### config.mk
export PLATFORM = sky130hd
export DESIGN_NAME = tvg_queue
export DESIGN_NICKNAME = d
export VERILOG_FILES = /design/src/hdl/tvg_pkg.sv /design/src/hdl/tvg_queue.sv
export SDC_FILE = /design/constraint.sdc
export NUM_CORES = 1
export LEC_CHECK = 0
export ABC_AREA = 1
export BUFFER_PORTS_ARGS = -buffer_cell sky130_fd_sc_hd__buf_2
export CAP_MARGIN = 0
export CORE_MARGIN = 5
export CORE_UTILIZATION = 40
export DETAILED_ROUTE_END_ITERATION = 8
export HOLD_SLACK_MARGIN = 0.03
export MAX_ROUTING_LAYER = met4
export PLACE_DENSITY_LB_ADDON = 0.3
export SLEW_MARGIN = 5
export SYNTH_ARGS = -nofsm -noshare
export SYNTH_HDL_FRONTEND = slang
export SYNTH_SLANG_ARGS = --single-unit
### constraint.sdc
create_clock -name clk -period 5.1 [get_ports clk]
set_clock_uncertainty 0.15 [all_clocks]
set_input_delay 1.02 -clock clk [delete_from_list [all_inputs] [get_ports clk]]
set_output_delay 1.02 -clock clk [all_outputs]
set_load 0.05 [all_outputs]
### src/hdl/tvg_pkg.sv
package tvg_pkg;

	// field widths
	localparam int SEG_W   = 9;
	localparam int RAD_W   = 15;
	localparam int STRIP_W = 8;
	localparam int COL_W   = 9;
	localparam int POS_W   = 18;
	localparam int TEX_W   = 16;
	localparam int TRIG_W  = 18;

	// configuration port
	localparam int CFG_IDX_W  = 2;
	localparam int CFG_DATA_W = 15;

	// divide-by-reciprocal datapath: every numerator stays below 2**NUM_W
	// over the whole parameter range, denominators are at most 1024
	localparam int NUM_W = 25;
	localparam int REC_W = NUM_W - 2;
	localparam int DEN_W = 11;

	localparam int QUEUE_DEPTH = 8;

	localparam int MAX_SEGMENTS_DEF     = 256;
	localparam int SINE_TABLE_DEPTH_DEF = 256;
	localparam int SEG_MIN     = 3;
	localparam int SEG_REG_MAX = 511;

	localparam logic [TEX_W-1:0] TEX_MAX = 16'd32768;
	localparam logic signed [POS_W-1:0] POS_MAX = 18'sd131071;
	localparam logic signed [POS_W-1:0] POS_MIN = -18'sd131072;

	localparam logic [RAD_W-1:0] TUBE_RADIUS_RST   = 15'd1147;
	localparam logic [RAD_W-1:0] CENTER_RADIUS_RST = 15'd2458;
	localparam logic [SEG_W-1:0] SEGMENTS_RST      = 9'd16;

	localparam longint unsigned Q30_ONE     = 64'd1073741824;
	localparam longint unsigned HALF_PI_Q30 = 64'd1686629713;

	typedef enum logic [CFG_IDX_W-1:0] {
		REG_TUBE_RADIUS,
		REG_CENTER_RADIUS,
		REG_RING_SEGMENTS,
		REG_TUBE_SEGMENTS
	} reg_idx_t;

	// segment counts already clamped to the legal range
	typedef struct packed {
		logic [RAD_W-1:0] tube_radius;
		logic [RAD_W-1:0] center_radius;
		logic [SEG_W-1:0] ring_seg;
		logic [SEG_W-1:0] tube_seg;
	} cfg_t;

	// floor(2**NUM_W / den) for den = 2*ring, 2*tube, 2*(tube+1)
	typedef struct packed {
		logic [REC_W-1:0] ring;
		logic [REC_W-1:0] tube;
		logic [REC_W-1:0] col;
	} rcp_t;

	typedef struct packed {
		logic [STRIP_W-1:0]       strip;
		logic signed [TRIG_W-1:0] cos_b;
		logic signed [TRIG_W-1:0] sin_b;
		logic [TEX_W-1:0]         tex_v;
	} item_t;

	// quarter-wave sine entry from a Q30 angle, odd polynomial in Horner form
	function automatic logic [16:0] sine_poly(input longint unsigned x);
		longint unsigned x2;
		longint unsigned t;
		longint unsigned s;
		x2 = (x * x) >> 30;
		t = Q30_ONE - x2 / 110;
		t = Q30_ONE - ((x2 * t) >> 30) / 72;
		t = Q30_ONE - ((x2 * t) >> 30) / 42;
		t = Q30_ONE - ((x2 * t) >> 30) / 20;
		t = Q30_ONE - ((x2 * t) >> 30) / 6;
		s = (x * t) >> 30;
		s = (s + 64'd16384) >> 15;
		if (s > 64'd32768)
			s = 64'd32768;
		return 17'(s);
	endfunction

	// shift right with rounding half away from zero
	function automatic logic signed [35:0] round_shr(input logic signed [35:0] v, input int s);
		logic [35:0] mag;
		logic [35:0] r;
		mag = v[35] ? 36'(-v) : 36'(v);
		r = (mag + (36'd1 << (s - 1))) >> s;
		return v[35] ? -$signed(r) : $signed(r);
	endfunction

	function automatic logic signed [POS_W-1:0] sat_pos(input logic signed [35:0] v);
		if (v > 36'sd131071)
			return POS_MAX;
		else if (v < -36'sd131072)
			return POS_MIN;
		else
			return v[POS_W-1:0];
	endfunction

endpackage

### src/hdl/tvg_queue.sv
module tvg_queue (
	input  logic           clk,
	input  logic           arst_n,
	input  logic           push,
	input  tvg_pkg::item_t push_item,
	input  logic           pop,
	output tvg_pkg::item_t head,
	output logic           empty
);
	import tvg_pkg::*;

	localparam int AW = $clog2(QUEUE_DEPTH);

	item_t         mem [QUEUE_DEPTH];
	logic [AW-1:0] wr_q, rd_q;
	logic [AW:0]   cnt_q;

	always_ff @(posedge clk) begin
		if (push)
			mem[wr_q] <= push_item;
	end

	always_ff @(posedge clk or negedge arst_n) begin
		if (!arst_n) begin
			wr_q  <= '0;
			rd_q  <= '0;
			cnt_q <= '0;
		end else begin
			if (push)
				wr_q <= wr_q + AW'(1);
			if (pop)
				rd_q <= rd_q + AW'(1);
			cnt_q <= cnt_q + (AW+1)'(push) - (AW+1)'(pop);
		end
	end

	assign head  = mem[rd_q];
	assign empty = (cnt_q == '0);

	a_no_overflow: assert property (@(posedge clk) disable iff (!arst_n)
		push |-> cnt_q != (AW+1)'(QUEUE_DEPTH)) else $error("push into full queue");

endmodule

==> impl_metrics.json <==
{
  "outcome": "finished, final reports clean",
  "cp_num_cells": 8,
  "synthMuxAreaShare_pct": 0,
  "synth_top_family_by_area": "simple AND/OR/NAND/NOR gates",
  "post-route-drc-count": 0,
  "drtIter0Drc": 855,
  "wl_per_cell_um": 16.39,
  "placed_area_um2": 22760,
  "max_cap_violations": 0,
  "cpLargestDelayFamily": "buffers and inverters",
  "dieArea_um2": 58420,
  "crit_path_top_delay_cell": "dfrtp_4",
  "power_mw": 14.59,
  "nets": 2320,
  "final_common_cell": "nand2_1",
  "min_period_ps": 4393,
  "hp-class": "in2async",
  "die_h_um": 241.7,
  "viasPerCell": 4.619,
  "cts_max_level": 2,
  "synth-seq-cells": 490,
  "cts-buffers-inserted": 53,
  "cts.hold.buffers_added": 0,
  "final_cell_mix": "793 x nand2_1, 494 x inv_1, 480 x edfxtp_1",
  "syn_to_final_growth_pct": 13.61,
  "synthAdderAreaFrac_pct": 0.5011,
  "cp-start-kind": "register",
  "fin_ws_ps": 706.8,
  "core_um2": 53500,
  "row_count": 85,
  "rsz0062_at_grt": "false",
  "root_buffer": "clkbuf_16",
  "vdd_drop_max_v": 0.0004423,
  "synth.yosys.seq_area_share_pct": 68.29,
  "worstPathMaxFanout": 118,
  "num_vias": 13806,
  "clock.fmax_mhz": 227.6,
  "place_hpwl_mm": 25.65,
  "dp_slack_ps": 1426,
  "dr.pass1.iters": 5,
  "portBuffers": 124,
  "gp_congestion": 0.7349,
  "grt_pass1_wl_mm": 77.11,
  "maxSlewViolCount": 0,
  "die_w_um": 241.7,
  "grtUsageTotal_pct": 17.05,
  "cts_sinks": 490,
  "p_leak_nw": 11.24,
  "insertion_delay_ps": 580,
  "grt.overflow.total": 0,
  "syn_inst": 2139,
  "final-hold-violation-count": 0,
  "slowest_delay_ps": 900,
  "syn_area_um2": 21470,
  "drt-total-wl_mm": 48.99,
  "yosysUniqueCellTypes": 21,
  "start_util_pct": 40.14,
  "synth_compound_area_share_pct": 0.06992,
  "crit_type": "reg2out",
  "grt_max_degree": 184,
  "cts_resized": 0,
  "tns_ps": 0,
  "r2r_cells": 3,
  "final_util_pct": 45.60,
  "clk_pin_slew_ps": 60,
  "yosys_warnings": 0,
  "yosys.area_share.xor_xnor_pct": 0.2039,
  "syn_avg_cell_area_um2": 10.04,
  "clock_path_buffers": 3,
  "final_area_um2": 24400,
  "crit_buf_inv": 3,
  "crit_top_cell": "nand2_1",
  "postCtsSetupRepairBufs": 0,
  "slew_headroom_pct": 30.88,
  "finalCritPeriodShare_pct": 86.14,
  "cp_data_arrival_time_ps": 3220,
  "p_per_area_nw_per_um2": 597.9,
  "worstPathRequired_ps": 3930,
  "ant_nets": 0,
  "cts_tree": "yes",
  "setup_viol": 0,
  "ios": 125,
  "syn_nets": 2211,
  "first_global_vias": 13648,
  "synth-simple-area-share_pct": 19.67,
  "path_cells": "inv_6, buf_12, nand2_1, nand3_1, nand2_1, nand2_1, nand2_1, buf_2",
  "tightest_slew_ps": 1037,
  "cp-end-kind": "output port",
  "drive_above_1_share_pct": 9.982,
  "antenna_found_initial": 7
}
==> sequential cells by signal (all words and copies together), names as in the netlist <==
register,count
cnt_q,4
mem,480
wr_q,3
rd_q,3
==> routing by layer <==
| layer | vias up | track usage [%] | wire length, µm |
|---|---|---|---|
| li1 | 6856 | - | - |
| met1 | 6570 | 21.99 | 21810 |
| met2 | 306 | 28.00 | 23520 |
| met3 | 74 | 3.191 | 2653 |
| met4 | 0 | 4.666 | 1006 |
| met5 | - | - | 0 |
==> final timing paths <==
check                                      end  slack, ps                start
setup / recovery                      head[58]        710  rd_q[0]$_DFFE_PN0P_
setup reg to reg           mem[5][9]$_DFFE_PP_       2800  wr_q[0]$_DFFE_PN0P_
max in group asynchronous  rd_q[0]$_DFFE_PN0P_       4420               arst_n
hold reg to reg            wr_q[2]$_DFFE_PN0P_        430  wr_q[2]$_DFFE_PN0P_
hold / removal              cnt_q[0]$_DFF_PN0_        150               arst_n
min in group clk           wr_q[2]$_DFFE_PN0P_        430  wr_q[2]$_DFFE_PN0P_
==> report_power, final <==
part	internal [mW]	total [mW]	switching, mW
registers	4.89	5.15	0.260
logic	1.39	5.86	4.48
clock network	2.08	3.58	1.50
==> metrics by stage <==
stage,hold WS (ps),instances
final,150.5,2989
after global routing,143.2,2987
after CTS,127.3,2980
after detailed placement,401.8,2889
after global placement,358.0,2889
after floorplan,339.6,2139
==> area by class of cell <==
| class | count | area (µm²) |
|---|---|---|
| Fill cell | 4941 | 29100 |
| Sequential cell | 490 | 14670 |
| Multi-Input combinational cell | 1060 | 4449 |
| Inverter | 497 | 1873 |
| Clock buffer | 73 | 1453 |
| Timing Repair Buffer | 146 | 898.4 |
| Tap cell | 696 | 870.8 |
| Clock inverter | 18 | 156.4 |
| Antenna cell | 9 | 22.52 |
==> worst register-to-register path, cell delays in order (launching register included) <==
cell     delay (ps)
dfrtp_1         390
nand2_1         260
nor2_4          700
buf_12          420
==> synth_stat cells <==
library cell / instances / area, µm²
xor2_1: 4 / 35.03
inv_2: 1 / 3.750
edfxtp_1: 480 / 14410
inv_1: 494 / 1854
o21ai_0: 2 / 10.01
nand2_1: 793 / 2977
ha_1: 7 / 87.58
or2_2: 1 / 6.260
inv_4: 1 / 6.260
nand3_1: 241 / 1206
buf_1: 2 / 7.510
a21oi_1: 1 / 5.000
fa_1: 1 / 20.02
buf_2: 48 / 240.2
dfrtp_1: 10 / 250.2
buf_6: 13 / 146.4
nor2_1: 9 / 33.78
buf_4: 13 / 97.59
clkinv_1: 1 / 3.750
clkbuf_1: 16 / 60.06
xnor2_1: 1 / 8.760
==> cells by family after synthesis <==
kind of cell    count (synthesis)
compound gates                  3
xor+xnor                        5
buf+inv                       589
flops                         490
simple gates                 1044
fa+ha+maj                       8
Power figures use the tool's default switching activity.
