[src/hdl/tvg_pkg.sv]
package tvg_pkg;

	// field widths
	localparam int SEG_W   = 9;
	localparam int RAD_W   = 15;
	localparam int STRIP_W = 8;
	localparam int COL_W   = 9;
	localparam int POS_W   = 18;
	localparam int TEX_W   = 16;
	localparam int TRIG_W  = 18;

	// configuration port
	localparam int CFG_IDX_W  = 2;
	localparam int CFG_DATA_W = 15;

	// divide-by-reciprocal datapath: every numerator stays below 2**NUM_W
	// over the whole parameter range, denominators are at most 1024
	localparam int NUM_W = 25;
	localparam int REC_W = NUM_W - 2;
	localparam int DEN_W = 11;

	localparam int QUEUE_DEPTH = 8;

	localparam int MAX_SEGMENTS_DEF     = 256;
	localparam int SINE_TABLE_DEPTH_DEF = 256;
	localparam int SEG_MIN     = 3;
	localparam int SEG_REG_MAX = 511;

	localparam logic [TEX_W-1:0] TEX_MAX = 16'd32768;
	localparam logic signed [POS_W-1:0] POS_MAX = 18'sd131071;
	localparam logic signed [POS_W-1:0] POS_MIN = -18'sd131072;

	localparam logic [RAD_W-1:0] TUBE_RADIUS_RST   = 15'd1147;
	localparam logic [RAD_W-1:0] CENTER_RADIUS_RST = 15'd2458;
	localparam logic [SEG_W-1:0] SEGMENTS_RST      = 9'd16;

	localparam longint unsigned Q30_ONE     = 64'd1073741824;
	localparam longint unsigned HALF_PI_Q30 = 64'd1686629713;

	typedef enum logic [CFG_IDX_W-1:0] {
		REG_TUBE_RADIUS,
		REG_CENTER_RADIUS,
		REG_RING_SEGMENTS,
		REG_TUBE_SEGMENTS
	} reg_idx_t;

	// segment counts already clamped to the legal range
	typedef struct packed {
		logic [RAD_W-1:0] tube_radius;
		logic [RAD_W-1:0] center_radius;
		logic [SEG_W-1:0] ring_seg;
		logic [SEG_W-1:0] tube_seg;
	} cfg_t;

	// floor(2**NUM_W / den) for den = 2*ring, 2*tube, 2*(tube+1)
	typedef struct packed {
		logic [REC_W-1:0] ring;
		logic [REC_W-1:0] tube;
		logic [REC_W-1:0] col;
	} rcp_t;

	typedef struct packed {
		logic [STRIP_W-1:0]       strip;
		logic signed [TRIG_W-1:0] cos_b;
		logic signed [TRIG_W-1:0] sin_b;
		logic [TEX_W-1:0]         tex_v;
	} item_t;

	// quarter-wave sine entry from a Q30 angle, odd polynomial in Horner form
	function automatic logic [16:0] sine_poly(input longint unsigned x);
		longint unsigned x2;
		longint unsigned t;
		longint unsigned s;
		x2 = (x * x) >> 30;
		t = Q30_ONE - x2 / 110;
		t = Q30_ONE - ((x2 * t) >> 30) / 72;
		t = Q30_ONE - ((x2 * t) >> 30) / 42;
		t = Q30_ONE - ((x2 * t) >> 30) / 20;
		t = Q30_ONE - ((x2 * t) >> 30) / 6;
		s = (x * t) >> 30;
		s = (s + 64'd16384) >> 15;
		if (s > 64'd32768)
			s = 64'd32768;
		return 17'(s);
	endfunction

	// shift right with rounding half away from zero
	function automatic logic signed [35:0] round_shr(input logic signed [35:0] v, input int s);
		logic [35:0] mag;
		logic [35:0] r;
		mag = v[35] ? 36'(-v) : 36'(v);
		r = (mag + (36'd1 << (s - 1))) >> s;
		return v[35] ? -$signed(r) : $signed(r);
	endfunction

	function automatic logic signed [POS_W-1:0] sat_pos(input logic signed [35:0] v);
		if (v > 36'sd131071)
			return POS_MAX;
		else if (v < -36'sd131072)
			return POS_MIN;
		else
			return v[POS_W-1:0];
	endfunction

endpackage

[src/hdl/tvg_recip.sv]
module tvg_recip (
	input  logic          clk,
	input  logic          arst_n,
	input  tvg_pkg::cfg_t cfg,
	input  logic          start,
	output tvg_pkg::rcp_t rcp,
	output logic          busy
);
	import tvg_pkg::*;

	localparam int CNT_W = $clog2(NUM_W+1);

	typedef enum logic [1:0] {SEL_RING, SEL_TUBE, SEL_COL} sel_t;

	sel_t             sel_q;
	logic [CNT_W-1:0] cnt_q;
	logic             busy_q;
	logic [DEN_W-1:0] rem_q;
	logic [REC_W-1:0] quo_q;
	rcp_t             rcp_q;

	logic [DEN_W-1:0] den;
	logic [DEN_W:0]   rem_sh, rem_sub;
	logic             take;
	logic [REC_W-1:0] quo_nx;

	always_comb begin
		case (sel_q)
			SEL_RING: den = DEN_W'({cfg.ring_seg, 1'b0});
			SEL_TUBE: den = DEN_W'({cfg.tube_seg, 1'b0});
			SEL_COL:  den = DEN_W'({cfg.tube_seg, 1'b0}) + DEN_W'(2);
			default:  den = DEN_W'({cfg.ring_seg, 1'b0});
		endcase
		// dividend is a one followed by NUM_W zeros
		rem_sh  = {rem_q, (cnt_q == CNT_W'(NUM_W))};
		take    = rem_sh >= {1'b0, den};
		rem_sub = rem_sh - {1'b0, den};
		quo_nx  = {quo_q[REC_W-2:0], take};
	end

	always_ff @(posedge clk or negedge arst_n) begin
		if (!arst_n) begin
			busy_q <= 1'b1;
			sel_q  <= SEL_RING;
			cnt_q  <= CNT_W'(NUM_W);
			rem_q  <= '0;
		end else if (start) begin
			busy_q <= 1'b1;
			sel_q  <= SEL_RING;
			cnt_q  <= CNT_W'(NUM_W);
			rem_q  <= '0;
		end else if (busy_q) begin
			quo_q <= quo_nx;
			if (cnt_q == '0) begin
				case (sel_q)
					SEL_RING: rcp_q.ring <= quo_nx;
					SEL_TUBE: rcp_q.tube <= quo_nx;
					default:  rcp_q.col  <= quo_nx;
				endcase
				rem_q <= '0;
				cnt_q <= CNT_W'(NUM_W);
				case (sel_q)
					SEL_RING: sel_q <= SEL_TUBE;
					SEL_TUBE: sel_q <= SEL_COL;
					default:  busy_q <= 1'b0;
				endcase
			end else begin
				rem_q <= take ? rem_sub[DEN_W-1:0] : rem_sh[DEN_W-1:0];
				cnt_q <= cnt_q - CNT_W'(1);
			end
		end
	end

	assign rcp  = rcp_q;
	assign busy = busy_q;

	a_start_busy: assert property (@(posedge clk) disable iff (!arst_n)
		start |=> busy_q) else $error("reciprocal unit not busy after start");
	a_done_last: assert property (@(posedge clk) disable iff (!arst_n)
		$fell(busy_q) |-> $past(sel_q) == SEL_COL)
		else $error("reciprocal unit finished before last value");

endmodule

[config.mk]
export PLATFORM = sky130hd
export DESIGN_NAME = tvg_recip
export DESIGN_NICKNAME = d
export VERILOG_FILES = /design/src/hdl/tvg_pkg.sv /design/src/hdl/tvg_recip.sv
export SDC_FILE = /design/constraint.sdc
export NUM_CORES = 1
export LEC_CHECK = 0
export BUFFER_PORTS_ARGS = -buffer_cell sky130_fd_sc_hd__buf_2
export CAP_MARGIN = 0
export CELL_PAD_IN_SITES_DETAIL_PLACEMENT = 0
export CELL_PAD_IN_SITES_GLOBAL_PLACEMENT = 1
export CORE_ASPECT_RATIO = 0.7
export CORE_MARGIN = 2
export CORE_UTILIZATION = 25
export CTS_CLUSTER_SIZE = 10
export DETAILED_ROUTE_END_ITERATION = 8
export PLACE_DENSITY = 0.49
export SLEW_MARGIN = 0
export SYNTH_ARGS = -nofsm -noshare
export SYNTH_HDL_FRONTEND = slang
export SYNTH_SLANG_ARGS = --single-unit
[constraint.sdc]
create_clock -name clk -period 3.4 [get_ports clk]
set_input_delay 0.68 -clock clk [delete_from_list [all_inputs] [get_ports clk]]
set_output_delay 0.68 -clock clk [all_outputs]
set_load 0.005 [all_outputs]
==> results.toml <==
[timing]
hold_violations = 0
fmaxAchievable_ghz = 0.323
relSlewSlack = 0.513
final_min_period_over_clock_period = 0.910
skew_ps = 14.2
setup_violations = 0
tightest_slew_ps = 728
drv_slew = 0
grt_setup_unrepaired = "no"
setup_ws_ps = 305
whs_ps = 348
period_needed_ps = 3090

[yosys]
synth.most_common_cell = "edfxtp_1"
synth_top_family_by_area = "simple AND/OR/NAND/NOR gates"
netlist_instances = 304
synth_seq_area_share = 0.715
netlist.area_leader.share = 0.608
async_reset_ff_frac = 0.173
synth-seq-cells = 110
synth_compound_area_frac = 0.0805
synth_edf_count = 91
synth-xor-area-share = 0.0214
synth_fp_nets = 372
muxShareOfSynthArea = 0.0267
synth.largest_area_cell = "edfxtp_1"
syn_area_um2 = 4490
yosys_warnings = 0
synthSimpleGateAreaFrac = 0.0897
synth.avg_cell_area_um2 = 14.8
synth_fa_ha_area_frac = 0.0490
synthTopCellsByArea = "edfxtp_1, dfrtp_1, ha_1"
synth_cell_types = 49
synth_ff_type = "edfxtp_1"
ys_top_cells_by_count = "edfxtp_1, nand2_1, nor2_1"

[power]
p_total_mw = 3.68
power_leakage_nw = 2.23
power.density_nw_per_um2 = 645
ir_drop_mv = 0.191

[critical_path]
worstPathArrival_ps = 3340
crit_required_ps = 3640
path_max_fanout = 13
setup.worst_path.start_class = "register"
worstSetupPathType = "reg -> reg"
cp-end-kind = "register"

[grt]
grt_busiest_layer = "met1"
use_met1 = 0.160
use_met3 = 0.0266
grt_pass1_wl_um = 15400
grt_overflow = 0
antenna_found_initial = 0
grt_use_total = 0.109
grt_use_met2 = 0.157
grt_max_degree = 24
grt_pass1_vias = 2789

[drt]
route.detailed.drc = 0
wl_per_cell_um = 15.3
drtPass1Iterations = 4
drt-initial-drc-count = 171
vias = 2792
routed_via_density = 4.22
wl_um = 10100
ant_nets = 0

[floorplan]
ios = 121
dieArea_um2 = 19100
die-width_um = 164
die-height_um = 116
rows = 40
coreArea_um2 = 17400
start_util = 0.259

[finish]
area_delta_synth_final_pct = 27.0
fin_nets = 493
antennaDiodeCount = 0
layout.cells.non_filler = 661
drive_gt1_frac = 0.340

[place]
place_ws_ps = -61.7
io_buffers = 90
place_hpwl_um = 7070
placedCellCount = 645
gp_congestion = 0.782

[clock_network]
clockRootBuffer = "clkbuf_16"
cts_buffers = 9
clkSinkCount = 110
post_cts_buffers = 0
clock_path_buffers = 2
clock_latency_ps = 350
htreeDepth = 3
cts_tree = "done"
cts.clk_slew.worst_paths_ps = 80

[hold_path]
hold_class = "in -> async"

[job]
cap_viol_max_count = 0

[status]
status = "complete, no violations"
[worst max-delay path, stage by stage, from the launching register on]
cell and delay [ps]:
dfrtp_1 390, inv_1 120, ha_2 350, a21oi_1 70, o221ai_1 280, o21ai_0 220
ha_1 410, nand4_1 130, nor4_2 50, a2111oi_2 370, o21ai_2 100, buf_4 190
buf_4 150, a31o_1 160
[area by class of cell]
type / count / area [um^2]
flip-flops and latches: 110 / 3210
well taps: 231 / 289
multi-input cells: 175 / 1210
clock inverters: 7 / 65.1
repair buffers: 119 / 668
clock buffers: 9 / 225
fillers: 1722 / 11700
inverters: 10 / 37.5
[kinds of logic after synthesis]
kind of cell	count (synthesis)
DFF	110
and+or+nand+nor	79
AOI/OAI and AO/OA	56
buffers and inverters	19
adders and majority gates	17
muxes	12
xor gates and xnor gates	11
[sequential cells by signal, summed over array words and instances (netlist names)]
name   count
rcp       69
quo_q     22
rem_q     11
cnt_q      5
sel_q      2
busy       1
[final timing paths]
| kind | to | startpoint | depth (start not counted) | slack [ps] |
|---|---|---|---|---|
| min in group clk | rcp[22] | quo_q[21] | 0 | 470 |
| max reg2reg | rem_q[9] | sel_q[1] | 13 | 310 |
| max | rem_q[9] | sel_q[1] | 13 | 310 |
| max in group asynchronous | busy | arst_n | 2 | 2760 |
| min reg2reg | rcp[22] | quo_q[21] | 0 | 470 |
| min | rem_q[5] | arst_n | 2 | 350 |
[layout by cell type, fill, tap and decap left out, types with 3 or more instances in the layout]
| cell type | count |
|---|---|
| o211ai_1 | 6 |
| ha_1 | 14 |
| nand2b_1 | 5 |
| xnor2_1 | 9 |
| o21ai_1 | 8 |
| nand2_1 | 27 |
| and3_1 | 4 |
| inv_1 | 10 |
| buf_4 | 29 |
| dfrtp_1 | 15 |
| nand3_1 | 7 |
| buf_2 | 90 |
| edfxtp_1 | 91 |
| inv_8 | 3 |
| mux2i_1 | 12 |
| clkbuf_16 | 9 |
| o21ai_0 | 11 |
| a21oi_1 | 13 |
| a21o_1 | 3 |
| nor2_1 | 18 |
| dfstp_2 | 4 |
[metrics by stage]
stage | area, um^2 | utilization | setup TNS [ps]
after floorplan | 4490 | - | 0
after CTS | 5700 | 0.328 | 0
after global placement | 5410 | 0.311 | -386
after global routing | 5700 | 0.328 | 0
after detailed placement | 5410 | 0.311 | -295
final | 5700 | 0.328 | 0
[timing repair]
action                                  4_1_cts  5_1_grt
hold buffers                                  0        0
resized for setup                             0        2
endpoints found under the setup margin        0       14
[layer usage]
layer	part of all wire	up-vias
met5	0	-
met1	0.53	1350
met2	0.42	50
li1	-	1384
met4	0.0098	0
met3	0.034	8
[power breakdown]
group          internal, mW  switching, mW  total (mW)
Clock                 0.517          0.508        1.03
Combinational         0.515          0.530        1.05
Sequential             1.55         0.0639        1.61
Total                  2.58           1.10        3.68
(Power assumes the default switching activity.)
